## src/rtl/svm_pkg.sv

```systemverilog
// shared types and constants for the split virtqueue manager
package svm_pkg;

    localparam int QUEUE_DEPTH = 16;
    localparam int IDX_W       = $clog2(QUEUE_DEPTH);
    localparam int TOP_W       = IDX_W + 1;
    localparam int CNT_W       = 16;
    localparam int ADDR_W      = 64;
    localparam int LEN_W       = 16;

    localparam logic [LEN_W-1:0] MAX_FRAME = 16'd1514;

    localparam logic [0:0] REG_DEVICE_READY = 1'b0;

    typedef enum logic [1:0] {
        CMD_POST    = 2'd0,
        CMD_DONE    = 2'd1,
        CMD_RECLAIM = 2'd2,
        CMD_NONE    = 2'd3
    } t_cmd;

    typedef enum logic [2:0] {
        STS_OK             = 3'd0,
        STS_NOT_READY      = 3'd1,
        STS_TOO_LONG       = 3'd2,
        STS_NO_FREE        = 3'd3,
        STS_NOTHING_USED   = 3'd4,
        STS_NOTHING_OUTSTD = 3'd5
    } t_status;

    typedef enum logic [1:0] {
        S_IDLE,
        S_READ,
        S_ADDR
    } t_state;

    typedef struct packed {
        t_cmd              cmd;
        logic [ADDR_W-1:0] buf_addr;
        logic [LEN_W-1:0]  length;
        logic [3:0]        done_id;
        logic [LEN_W-1:0]  done_len;
    } t_in_item;

    typedef struct packed {
        t_status           status;
        logic [3:0]        desc_index;
        logic [ADDR_W-1:0] out_addr;
        logic [LEN_W-1:0]  out_len;
        logic              notify;
    } t_out_item;

    typedef struct packed {
        logic [IDX_W-1:0] id;
        logic [LEN_W-1:0] len;
    } t_used_entry;

endpackage

```

## src/rtl/svm_ram.sv

```systemverilog
// generic synchronous ram, one write port and one registered read port
module svm_ram #(
    parameter int WIDTH = 8,
    parameter int DEPTH = 16
) (
    input  logic                     i_clk,
    input  logic                     i_wr_en,
    input  logic [$clog2(DEPTH)-1:0] i_wr_addr,
    input  logic [WIDTH-1:0]         i_wr_data,
    input  logic                     i_rd_en,
    input  logic [$clog2(DEPTH)-1:0] i_rd_addr,
    output logic [WIDTH-1:0]         o_rd_data
);

    logic [WIDTH-1:0] r_mem [DEPTH];
    logic [WIDTH-1:0] r_rd_data;

    always_ff @(posedge i_clk) begin
        if (i_wr_en) begin
            r_mem[i_wr_addr] <= i_wr_data;
        end
        if (i_rd_en) begin
            r_rd_data <= r_mem[i_rd_addr];
        end
    end

    assign o_rd_data = r_rd_data;

endmodule

```

## src/rtl/split_virtqueue_manager_top.sv

```systemverilog
// split virtqueue manager, driver side: descriptor stack, used ring and reclaim
//
//  channel | direction | handshake             | payload
//  --------+-----------+-----------------------+-----------------------------
//  in      | input     | i_in_valid/o_in_stall | i_in_data (t_in_item)
//  out     | output    | o_out_valid/i_out_stall | o_out_data (t_out_item)
//  cfg     | input     | apb psel/penable      | paddr, pwdata, prdata
//
// post, completion, unused command and rejected commands go through accept with
// memory read issue, then decision and write back.
// a successful reclaim adds a read before write back: the used ring read gives the
// descriptor id, which then addresses the descriptor address memory.
// reset is synchronous; free stack entries read as their own index until written.
// a stalled output holds the result and the block waits before write back.
module split_virtqueue_manager_top
    import svm_pkg::*;
(
    input  logic        i_clk,
    input  logic        i_rst_n,
    input  logic        i_in_valid,
    output logic        o_in_stall,
    input  t_in_item    i_in_data,
    output logic        o_out_valid,
    input  logic        i_out_stall,
    output t_out_item   o_out_data,
    input  logic        psel,
    input  logic        penable,
    input  logic        pwrite,
    input  logic [2:0]  paddr,
    input  logic [31:0] pwdata,
    output logic [31:0] prdata,
    output logic        pready
);

    t_state             r_state, n_state;
    t_in_item           r_item;
    logic               r_ready;
    logic [TOP_W-1:0]   r_free_top, n_free_top;
    logic [CNT_W-1:0]   r_used_wr, n_used_wr;
    logic [CNT_W-1:0]   r_used_cons, n_used_cons;
    logic [QUEUE_DEPTH-1:0] r_fs_valid;
    logic               r_fs_hit;
    logic [IDX_W-1:0]   r_rel_id, n_rel_id;
    logic [LEN_W-1:0]   r_clip_len, n_clip_len;
    logic               r_out_valid;
    t_out_item          r_out, n_out;

    logic               w_in_acc;
    logic               w_out_free;
    logic               w_out_load;
    logic               w_reclaim_go;
    logic               w_cfg_wr;

    logic               w_fs_we;
    logic [IDX_W-1:0]   w_fs_waddr;
    logic [IDX_W-1:0]   w_fs_wdata;
    logic [IDX_W-1:0]   w_fs_rdata;
    logic [IDX_W-1:0]   w_free_id;

    logic               w_desc_we;
    logic [IDX_W-1:0]   w_desc_waddr;
    logic               w_desc_re;
    logic [ADDR_W-1:0]  w_desc_rdata;

    logic               w_used_we;
    t_used_entry        w_used_wdata;
    logic [$bits(t_used_entry)-1:0] w_used_rdata;
    t_used_entry        w_used_ent;

    assign w_in_acc   = i_in_valid && !o_in_stall;
    assign w_out_free = !r_out_valid || !i_out_stall;
    assign w_cfg_wr   = psel && penable && pwrite && pready && (paddr[2:2] == REG_DEVICE_READY);

    assign w_used_ent = t_used_entry'(w_used_rdata);
    assign w_free_id  = r_fs_hit ? w_fs_rdata : r_free_top[IDX_W-1:0];

    assign w_reclaim_go = r_ready && (r_item.cmd == CMD_RECLAIM)
                          && (r_used_wr != r_used_cons) && (r_free_top != '0);

    svm_ram #(.WIDTH(IDX_W), .DEPTH(QUEUE_DEPTH)) u_free_stack (
        .i_clk     (i_clk),
        .i_wr_en   (w_fs_we),
        .i_wr_addr (w_fs_waddr),
        .i_wr_data (w_fs_wdata),
        .i_rd_en   (w_in_acc),
        .i_rd_addr (r_free_top[IDX_W-1:0]),
        .o_rd_data (w_fs_rdata)
    );

    svm_ram #(.WIDTH(ADDR_W), .DEPTH(QUEUE_DEPTH)) u_desc_addr (
        .i_clk     (i_clk),
        .i_wr_en   (w_desc_we),
        .i_wr_addr (w_desc_waddr),
        .i_wr_data (r_item.buf_addr),
        .i_rd_en   (w_desc_re),
        .i_rd_addr (w_used_ent.id),
        .o_rd_data (w_desc_rdata)
    );

    svm_ram #(.WIDTH($bits(t_used_entry)), .DEPTH(QUEUE_DEPTH)) u_used_ring (
        .i_clk     (i_clk),
        .i_wr_en   (w_used_we),
        .i_wr_addr (r_used_wr[IDX_W-1:0]),
        .i_wr_data (w_used_wdata),
        .i_rd_en   (w_in_acc),
        .i_rd_addr (r_used_cons[IDX_W-1:0]),
        .o_rd_data (w_used_rdata)
    );

    always_comb begin
        n_state = r_state;
        case (r_state)
            S_IDLE: begin
                if (w_in_acc) begin
                    n_state = S_READ;
                end
            end
            S_READ: begin
                if (w_reclaim_go) begin
                    n_state = S_ADDR;
                end else if (w_out_free) begin
                    n_state = S_IDLE;
                end
            end
            S_ADDR: begin
                if (w_out_free) begin
                    n_state = S_IDLE;
                end
            end
            default: begin
                n_state = S_IDLE;
            end
        endcase
    end

    always_comb begin
        w_out_load   = 1'b0;
        w_fs_we      = 1'b0;
        w_fs_waddr   = '0;
        w_fs_wdata   = r_rel_id;
        w_desc_we    = 1'b0;
        w_desc_waddr = w_free_id;
        w_desc_re    = 1'b0;
        w_used_we    = 1'b0;
        w_used_wdata = '{id: r_item.done_id[IDX_W-1:0], len: r_item.done_len};
        n_free_top   = r_free_top;
        n_used_wr    = r_used_wr;
        n_used_cons  = r_used_cons;
        n_rel_id     = r_rel_id;
        n_clip_len   = r_clip_len;
        n_out        = '{status: STS_OK, desc_index: '0, out_addr: '0, out_len: '0,
                         notify: 1'b0};
        case (r_state)
            S_READ: begin
                if (w_reclaim_go) begin
                    w_desc_re  = 1'b1;
                    n_rel_id   = w_used_ent.id;
                    n_clip_len = (w_used_ent.len > r_item.length) ? r_item.length
                                                                  : w_used_ent.len;
                end else if (w_out_free) begin
                    w_out_load = 1'b1;
                    if (!r_ready) begin
                        n_out.status = STS_NOT_READY;
                    end else begin
                        case (r_item.cmd)
                            CMD_POST: begin
                                if (r_item.length > MAX_FRAME) begin
                                    n_out.status = STS_TOO_LONG;
                                end else if (r_free_top >= TOP_W'(QUEUE_DEPTH)) begin
                                    n_out.status = STS_NO_FREE;
                                end else begin
                                    w_desc_we        = 1'b1;
                                    n_free_top       = r_free_top + TOP_W'(1);
                                    n_out.desc_index = 4'(w_free_id);
                                    n_out.notify     = 1'b1;
                                end
                            end
                            CMD_DONE: begin
                                w_used_we        = 1'b1;
                                n_used_wr        = r_used_wr + CNT_W'(1);
                                n_out.desc_index = 4'(w_used_wdata.id);
                            end
                            CMD_RECLAIM: begin
                                if (r_used_wr == r_used_cons) begin
                                    n_out.status = STS_NOTHING_USED;
                                end else begin
                                    n_out.status = STS_NOTHING_OUTSTD;
                                end
                            end
                            CMD_NONE: begin
                                n_out.status = STS_OK;
                            end
                            default: begin
                                n_out.status = STS_OK;
                            end
                        endcase
                    end
                end
            end
            S_ADDR: begin
                if (w_out_free) begin
                    w_out_load       = 1'b1;
                    n_free_top       = r_free_top - TOP_W'(1);
                    w_fs_we          = 1'b1;
                    w_fs_waddr       = n_free_top[IDX_W-1:0];
                    n_used_cons      = r_used_cons + CNT_W'(1);
                    n_out.desc_index = 4'(r_rel_id);
                    n_out.out_addr   = w_desc_rdata;
                    n_out.out_len    = r_clip_len;
                end
            end
            default: begin
                w_out_load = 1'b0;
            end
        endcase
    end

    always_ff @(posedge i_clk) begin
        if (!i_rst_n) begin
            r_state     <= S_IDLE;
            r_ready     <= 1'b0;
            r_free_top  <= '0;
            r_used_wr   <= '0;
            r_used_cons <= '0;
            r_fs_valid  <= '0;
            r_out_valid <= 1'b0;
        end else begin
            r_state     <= n_state;
            r_free_top  <= n_free_top;
            r_used_wr   <= n_used_wr;
            r_used_cons <= n_used_cons;
            r_out_valid <= w_out_load || (r_out_valid && i_out_stall);
            if (w_cfg_wr) begin
                r_ready <= pwdata[0];
            end
            if (w_fs_we) begin
                r_fs_valid[w_fs_waddr] <= 1'b1;
            end
        end
    end

    always_ff @(posedge i_clk) begin
        if (w_in_acc) begin
            r_item   <= i_in_data;
            r_fs_hit <= r_fs_valid[r_free_top[IDX_W-1:0]];
        end
        if (w_out_load) begin
            r_out <= n_out;
        end
        r_rel_id   <= n_rel_id;
        r_clip_len <= n_clip_len;
    end

    assign o_in_stall  = (r_state != S_IDLE);
    assign o_out_valid = r_out_valid;
    assign o_out_data  = r_out;
    assign pready      = 1'b1;
    assign prdata      = (paddr[2:2] == REG_DEVICE_READY) ? {31'b0, r_ready} : 32'b0;

    a_top_bound: assert property (@(posedge i_clk) disable iff (!i_rst_n)
        r_free_top <= TOP_W'(QUEUE_DEPTH))
        else $error("free stack top beyond depth");

    a_accept_reads: assert property (@(posedge i_clk) disable iff (!i_rst_n)
        w_in_acc |=> (r_state == S_READ))
        else $error("accepted item did not enter the read state");

    a_post_pops: assert property (@(posedge i_clk) disable iff (!i_rst_n)
        (w_out_load && n_out.notify) |=> (r_free_top == $past(r_free_top) + TOP_W'(1)))
        else $error("successful post did not pop the free stack");

    a_reclaim_pushes: assert property (@(posedge i_clk) disable iff (!i_rst_n)
        (w_out_load && (r_state == S_ADDR)) |=>
            (r_free_top == $past(r_free_top) - TOP_W'(1)))
        else $error("reclaim did not push the free stack");

endmodule

```

## config.mk

```make
export PLATFORM = sky130hd
export DESIGN_NAME = split_virtqueue_manager_top
export DESIGN_NICKNAME = d
export VERILOG_FILES = /design/src/rtl/svm_pkg.sv /design/src/rtl/svm_ram.sv /design/src/rtl/split_virtqueue_manager_top.sv
export SDC_FILE = /design/constraint.sdc
export NUM_CORES = 1
export LEC_CHECK = 0
export ABC_AREA = 0
export BUFFER_PORTS_ARGS = -buffer_cell sky130_fd_sc_hd__buf_2
export CORE_MARGIN = 8
export CORE_UTILIZATION = 40
export DETAILED_ROUTE_END_ITERATION = 8
export GPL_TIMING_DRIVEN = 1
export PLACE_DENSITY = 0.62
export SYNTH_ARGS = -nofsm -noshare
export SYNTH_HDL_FRONTEND = slang
export SYNTH_SLANG_ARGS = --single-unit
```

## constraint.sdc

```tcl
create_clock -name i_clk -period 17.33 [get_ports i_clk]
set_input_delay 1.733 -clock i_clk [delete_from_list [all_inputs] [get_ports i_clk]]
set_output_delay 1.733 -clock i_clk [all_outputs]
set_load 0.005 [all_outputs]
```

==> summary.txt, run 1 <==
Run status
  • Status: completed

Critical path
  • Most frequent CP cell: buf_4
  • Crit path max fanout: 44
  • Cell Chain, Critical Path: xor2_1 -> nor4_1 -> and4_1 -> o311ai_4 -> nor3_2 -> buf_4 -> buf_4
  • Slowest cell delay on critical path: approximately 0.9 ns
  • Slowest cell on the critical path: dfxtp_4
  • Worst Setup End Kind: flip-flop
  • Critical Path AT: 4.98 ns
  • Buf+Inv Stages, Crit Path: 2
  • CP Class: flip-flop to flip-flop
  • Crit path max-delay family: simple AND/OR/NAND/NOR gates
  • Startpoint type of the worst setup path: flip-flop
  • Worst EP required: roughly 18 ns

GRT
  • Total gr overflow: 0
  • Largest net degree at the start of global routing: 145
  • Initial antenna violation count: 11
  • First-pass GRT wire length: ~220 mm
  • Number of global-route vias before repair: about 31000
  • GR Util All Layers: ~16%

Job
  • MaxCap Viol Count: 0

Synthesis
  • Post-synth EDFFs: 1707
  • Area contributors post-synth: edfxtp_1, mux4_2, dfxtp_1, and2_1, ha_1
  • Commonest cells post-synth: edfxtp_1, mux4_2, and2_1, clkbuf_1, dfxtp_1
  • Flops & latches, synth: 1764
  • Mean Syn Cell Area: 22.9 um^2
  • Largest area contributor in the netlist: edfxtp_1
  • Async S/R FF share, synth: 0%
  • Post-synthesis sequential area ratio: between 70 and 80%
  • Yosys top cell area share: 76.8%
  • Cells after Synth: 2908
  • Most frequently used flop master after synthesis: edfxtp_1
  • Mapped Area: 66700 um^2
  • Number of library cell types mapped by synthesis: 62
  • Count leader, synth: edfxtp_1
  • YS warnings: 0

Route
  • Starting DRT DRC Count: 2505
  • Routed wl met3: 6.96 mm
  • DRC viols: 0
  • Total number of vias: 29600
  • Metal1 wirelength: 60.4 mm
  • Routed WL: 148 mm
  • TritonRoute pass-1 iters: 7
  • Drt wl/cell: 26.6 um
  • Routed Antenna Nets: 0
  • Routed wl met2: between 70 and 80 mm
  • Top sig layer: met5
  • Routed vias/inst: roughly 5.3

STA
  • Tmin final: 4.60 ns
  • Unrepaired setup endpoints after global routing: no
  • Final Hold Violating Endpoints: 0
  • Final setup violation count: 0
  • Setup TNS: 0 ns
  • Slew @ Worst Pin: 1.15 ns
  • Pins Over Slew Limit: 0
  • Fmax: about 0.22 GHz
  • Worst Skew: 0.0511 ns
  • Slew Limit Headroom: 23.0%
  • Crit share post-route: 26.5%

CTS
  • Clock-pin slew of the registers on the worst-case setup and hold paths: 0.06 ns
  • Root buffer cell: clkbuf_16
  • CTS Hold Bufs: 0
  • Clock Latency Late Sink: 0.80 ns
  • PostCTS Resize Cnt: 0
  • Post-CTS Setup Bufs: 0
  • Sink Count: 1764
  • CTS tree: built
  • Max clock buf depth: 3
  • CTS buffer count: 179
  • # H-tree levels: 4

Power and ir drop
  • Max VDD drop: 0.0941 mV
  • Lkg Pwr: 0.0239 uW
  • Power Dens Cells: between 100 and 150 nW/um^2
  • Final Total Pwr: 8610 uW

Floorplanning
  • Core area: 166000 um^2
  • Die outline height: 424 um
  • Die Width: ~420 um
  • Row count: 150
  • Die Area: 180000 um^2
  • I/O pins: 267
  • Initial core utilization: 40.1%

Final layout
  • Final instance area: 76100 um^2
  • Layout cells sized above 1: roughly 30%
  • Fillcell total: about 14000
  • Post-layout util: between 40% and 50%
  • Layout area overhead: 14.0%
  • Final #Nets: around 3400
  • Fin cells: between 5000 and 6000

Place
  • Port buffer count: 201
  • Placed cell area: 70500 um^2
  • DP Cell Count: 5242
  • GPL Wtd Cong: roughly 0.76
  • Dpl hpwl: 78.0 mm

Hold path
  • Min-delay worst type: flip-flop to flip-flop
-- metrics by stage --
step                worst slack, ns  hold WS [ns]
floorplan                      8.48         0.421
global placement              12.29         0.442
detailed placement            12.24         0.456
CTS                           12.55         0.470
global route                  12.35         0.488
finish                        12.73         0.465
-- worst paths after layout --
kind,start,endpoint,depth (start not counted),slack [ns]
min reg2reg,r_fs_valid[10],r_fs_valid[10],1,0.46
max reg2reg,r_used_cons[0],u_desc_addr.r_mem[10][62],7,12.73
max,r_used_cons[0],u_desc_addr.r_mem[10][62],7,12.73
min,r_fs_valid[10],r_fs_valid[10],1,0.46
-- sequential cells by signal, summed over array words and instances (netlist names), 16 cells and up --
signal / flops
o_out_data: 88
r_clip_len: 16
r_fs_valid: 16
r_item: 102
r_used_cons: 16
r_used_wr: 16
u_desc_addr.o_rd_data: 64
u_desc_addr.r_mem: 1024
u_free_stack.r_mem: 64
u_used_ring.o_rd_data: 20
u_used_ring.r_mem: 320
-- report_power, final --
part	leakage, uW	internal [uW]	switching (uW)
sequential	0.0159	4710	57.3
combinational	0.00537	86.5	96.1
clock	0.00269	2070	1600
total	0.0239	6860	1750
-- metal layers --
layer | vias to the layer above | track usage [%]
met3 | 205 | 3.06
met1 | 15800 | 20.8
met4 | 2 | 4.36
met5 | - | 0
met2 | 792 | 28.3
li1 | 12700 | -
-- layout by cell type, fill, tap and decap left out, drive strengths merged, types with 35 or more instances in the layout --
master  count
nor3       35
edfxtp   1707
buf       263
clkinv     65
nand2      38
and2      106
nor2       44
clkbuf    239
mux4      445
inv        43
dfxtp      57
-- layout make-up --
| type | count | area, um^2 | area share (%) |
|---|---|---|---|
| Antenna cell | 5 | 12.5 | 0.0164 |
| Clock buffer | 239 | 4790 | 6.29 |
| Clock inverter | 86 | 774 | 1.02 |
| Inverter | 36 | 135 | 0.178 |
| Multi-Input combinational cell | 975 | 13700 | 18.0 |
| Sequential cell | 1764 | 52400 | 68.9 |
| Tap cell | 2204 | 2760 | 3.62 |
| Timing Repair Buffer | 263 | 1510 | 1.98 |
-- cell families after synthesis --
kind of cell             count (synthesis)  share of synthesized area (%)
AO/OA/AOI/OAI                          100                           1.03
flip-flops                            1764                           78.5
other                                    2                         0.0113
buffers and inverters                  199                           1.43
multiplexers                           466                           15.4
adder cells (fa/ha/maj)                 28                          0.525
AND/OR/NAND/NOR                        309                           2.54
XOR/XNOR                                40                          0.525
Note: power is estimated with default switching activity, not from simulation.
==> run 2: changes to the inputs <==
Settings changed: PLACE_DENSITY 0.62 to 0.64.
Clock period 17.33 ns to 3.8 ns, I/O delays scaled along.
==> run 2 against run 1 <==
Net effect:
- register-to-register slack worse by 12 ns
- design area up 3.0%
- fmax up 40%
- wire length down 1.4%
- total power rose to 4.6 times the previous value
- die area unchanged
- critical path type unchanged
- largest cell class unchanged
- highest routed layer is now met4
==> summary.txt, run 2 (synthesis results as in run 1) <==
Place
  • Port buffer count: 201 (unchanged)
  • Placed cell area: 71600 um^2 (was 70500 um^2)
  • DP Cell Count: 5291 (was 5242)
  • Dpl hpwl: 82.8 mm (was 78.0 mm)
  • GPL Wtd Cong: 0.770 (was 0.762)

Final layout
  • Largest registers: u_desc_addr.r_mem x1024, u_used_ring.r_mem x320, r_item x102 (unchanged)
  • Final instance area: 78400 um^2 (was 76100 um^2)
  • Most common cell after layout, fill and taps aside: edfxtp_1 (unchanged)
  • Final #Nets: 3544 (was 3391)
  • Largest Register: u_desc_addr.r_mem (unchanged)
  • Most frequent cells in the layout: edfxtp_1, mux4_2, buf_2 (unchanged)
  • Number of flip-flops in the largest register: 1024 (unchanged)
  • Post-layout util: 47.1% (was 45.7%)
  • Fin cells: 5729 (was 5572)
  • Layout cells sized above 1: 30.2% (was 29.9%)
  • Layout area overhead: 17.4% (was 14.0%)

CTS
  • CTS tree: built (unchanged)
  • Max clock buf depth: 3 (unchanged)
  • CTS buffer count: 178 (was 179)
  • Sink Count: 1764 (unchanged)
  • # H-tree levels: 4 (unchanged)
  • Clock-pin slew of the registers on the worst-case setup and hold paths: 0.06 ns (about the same)
  • Root buffer cell: clkbuf_16 (unchanged)
  • Clock Latency Late Sink: 0.83 ns (was 0.80 ns)
  • Post-CTS Setup Bufs: 0 (unchanged)

Run status
  • Status: completed (unchanged)

Critical path
  • R2R cell count: 7 (unchanged)
  • Startpoint type of the worst setup path: flip-flop (unchanged)
  • Critical Path AT: 3.79 ns (was 4.98 ns)
  • CP Class: flip-flop to flip-flop (unchanged)
  • Worst EP required: 4.30 ns (was 17.71 ns)
  • Worst Setup End Kind: flip-flop (unchanged)
  • Crit path max fanout: 19 (was 44)

STA
  • Final setup violation count: 0 (unchanged)
  • Slew @ Worst Pin: 1.20 ns (was 1.15 ns)
  • Fin Hold WS: 0.0963 ns (was 0.465 ns)
  • Slew Limit Headroom: 19.7% (was 23.0%)
  • Pins Over Slew Limit: 0 (unchanged)
  • Unrepaired setup endpoints after global routing: no (unchanged)
  • Setup TNS: 0 ns (unchanged)
  • Fmax: 0.303 GHz (was 0.217 GHz)
  • Worst Skew: 0.0698 ns (was 0.0511 ns)
  • Final Hold Violating Endpoints: 0 (unchanged)
  • Tmin final: 3.30 ns (was 4.60 ns)
  • Crit share post-route: 86.7% (was 26.5%)

Hold path
  • Min-delay worst type: primary input to flip-flop (was flip-flop to flip-flop)
  • Hold depth: 4 (was 1)

Route
  • Routed vias/inst: 5.26 (was 5.31)
  • Drt wl/cell: 25.5 um (was 26.6 um)
  • Routed Antenna Nets: 0 (unchanged)
  • TritonRoute pass-1 iters: 5 (was 7)
  • DRC viols: 0 (unchanged)
  • Total number of vias: 30200 (was 29600)
  • Starting DRT DRC Count: 2699 (was 2505)
  • Routed WL: 146 mm (was 148 mm)

Floorplanning
  • Core area: 166000 um^2 (unchanged)
  • Initial core utilization: 40.1% (unchanged)
  • I/O pins: 267 (unchanged)
  • Die outline height: 424 um (unchanged)
  • Row count: 150 (unchanged)
  • Die Width: 424 um (unchanged)
  • Die Area: 180000 um^2 (unchanged)

Job
  • MaxCap Viol Count: 0 (unchanged)

Power and ir drop
  • Max VDD drop: 0.479 mV (was 0.0941 mV)
  • Lkg Pwr: 0.0251 uW (was 0.0239 uW)
  • Power Dens Cells: 507 nW/um^2 (was 113 nW/um^2)

GRT
  • Total gr overflow: 0 (unchanged)
  • Number of global-route vias before repair: 31900 (was 31000)
  • Largest net degree at the start of global routing: 84 (was 145)
  • Initial antenna violation count: 3 (was 11)
  • GR Util All Layers: 16.1% (was 16.2%)
  • First-pass GRT wire length: 215 mm (about the same)
## run 2: cell count changes in the layout (fill, tap and decap cells not counted), moves of 11 or more
cell,previous run,this run
nor2_2,1,12
buf_12,3,51
nor2_4,11,0
nor3_4,0,17
nor3_2,21,4
dlygate4sd3_1,0,105
## run 2: what timing repair did
action | 4_1_cts | 5_1_grt
resized for setup | 0 | 0
hold buffers | 105 | 0
hold endpoints to repair | 104 | 0
setup endpoints to repair | 0 | 0
## run 2: per-layer routing
| metal | GRT usage [%] | vias to the layer above | share of wire [%] |
|---|---|---|---|
| li1 | - | 13000 | - |
| met1 | 20.6 | 16100 | 40 |
| met2 | 27.7 | 849 | 52 |
| met3 | 2.76 | 211 | 5.0 |
| met4 | 5.61 | 0 | 3.1 |
| met5 | 0 | - | 0 |
## run 2: worst max-delay path, cell delays in order, from the launching register on
cell and delay (ns):
edfxtp_1 0.43, nor3_1 0.26, o2111ai_1 0.29, nor4_2 0.56, o311ai_4 0.20, buf_4 0.31
nor3_4 0.57, buf_12 0.29
## run 2: final timing paths
check / from / to / slack (ns)
min: i_out_stall / r_state[0] / 0.1
max: r_item[34] / u_desc_addr.r_mem[10][9] / 0.50
max reg2reg: r_item[34] / u_desc_addr.r_mem[10][9] / 0.50
min reg2reg: r_fs_valid[2] / r_fs_valid[2] / 0.46
## run 2: where the power goes
| group | internal (uW) | switching [uW] |
|---|---|---|
| Clock | 9710 | 7340 |
| Sequential | 21500 | 273 |
| Combinational | 488 | 460 |
## run 2: cell type report
cell class	count	area (um^2)
fill	13400	88100
sequential	1764	52400
multi-input combinational	975	13800
clock buffer	235	4790
timing repair buffer	417	3530
tap	2204	2760
clock inverter	96	967
inverter	36	135
antenna	2	5.00
## run 2: through the flow
stage               setup WS, ns  total power (uW)
detailed placement         0.537             23000
global route               0.337             40900
CTS                        0.505             40200
finish                     0.504             39700
floorplan                 -0.954             22600
global placement           0.603             23000
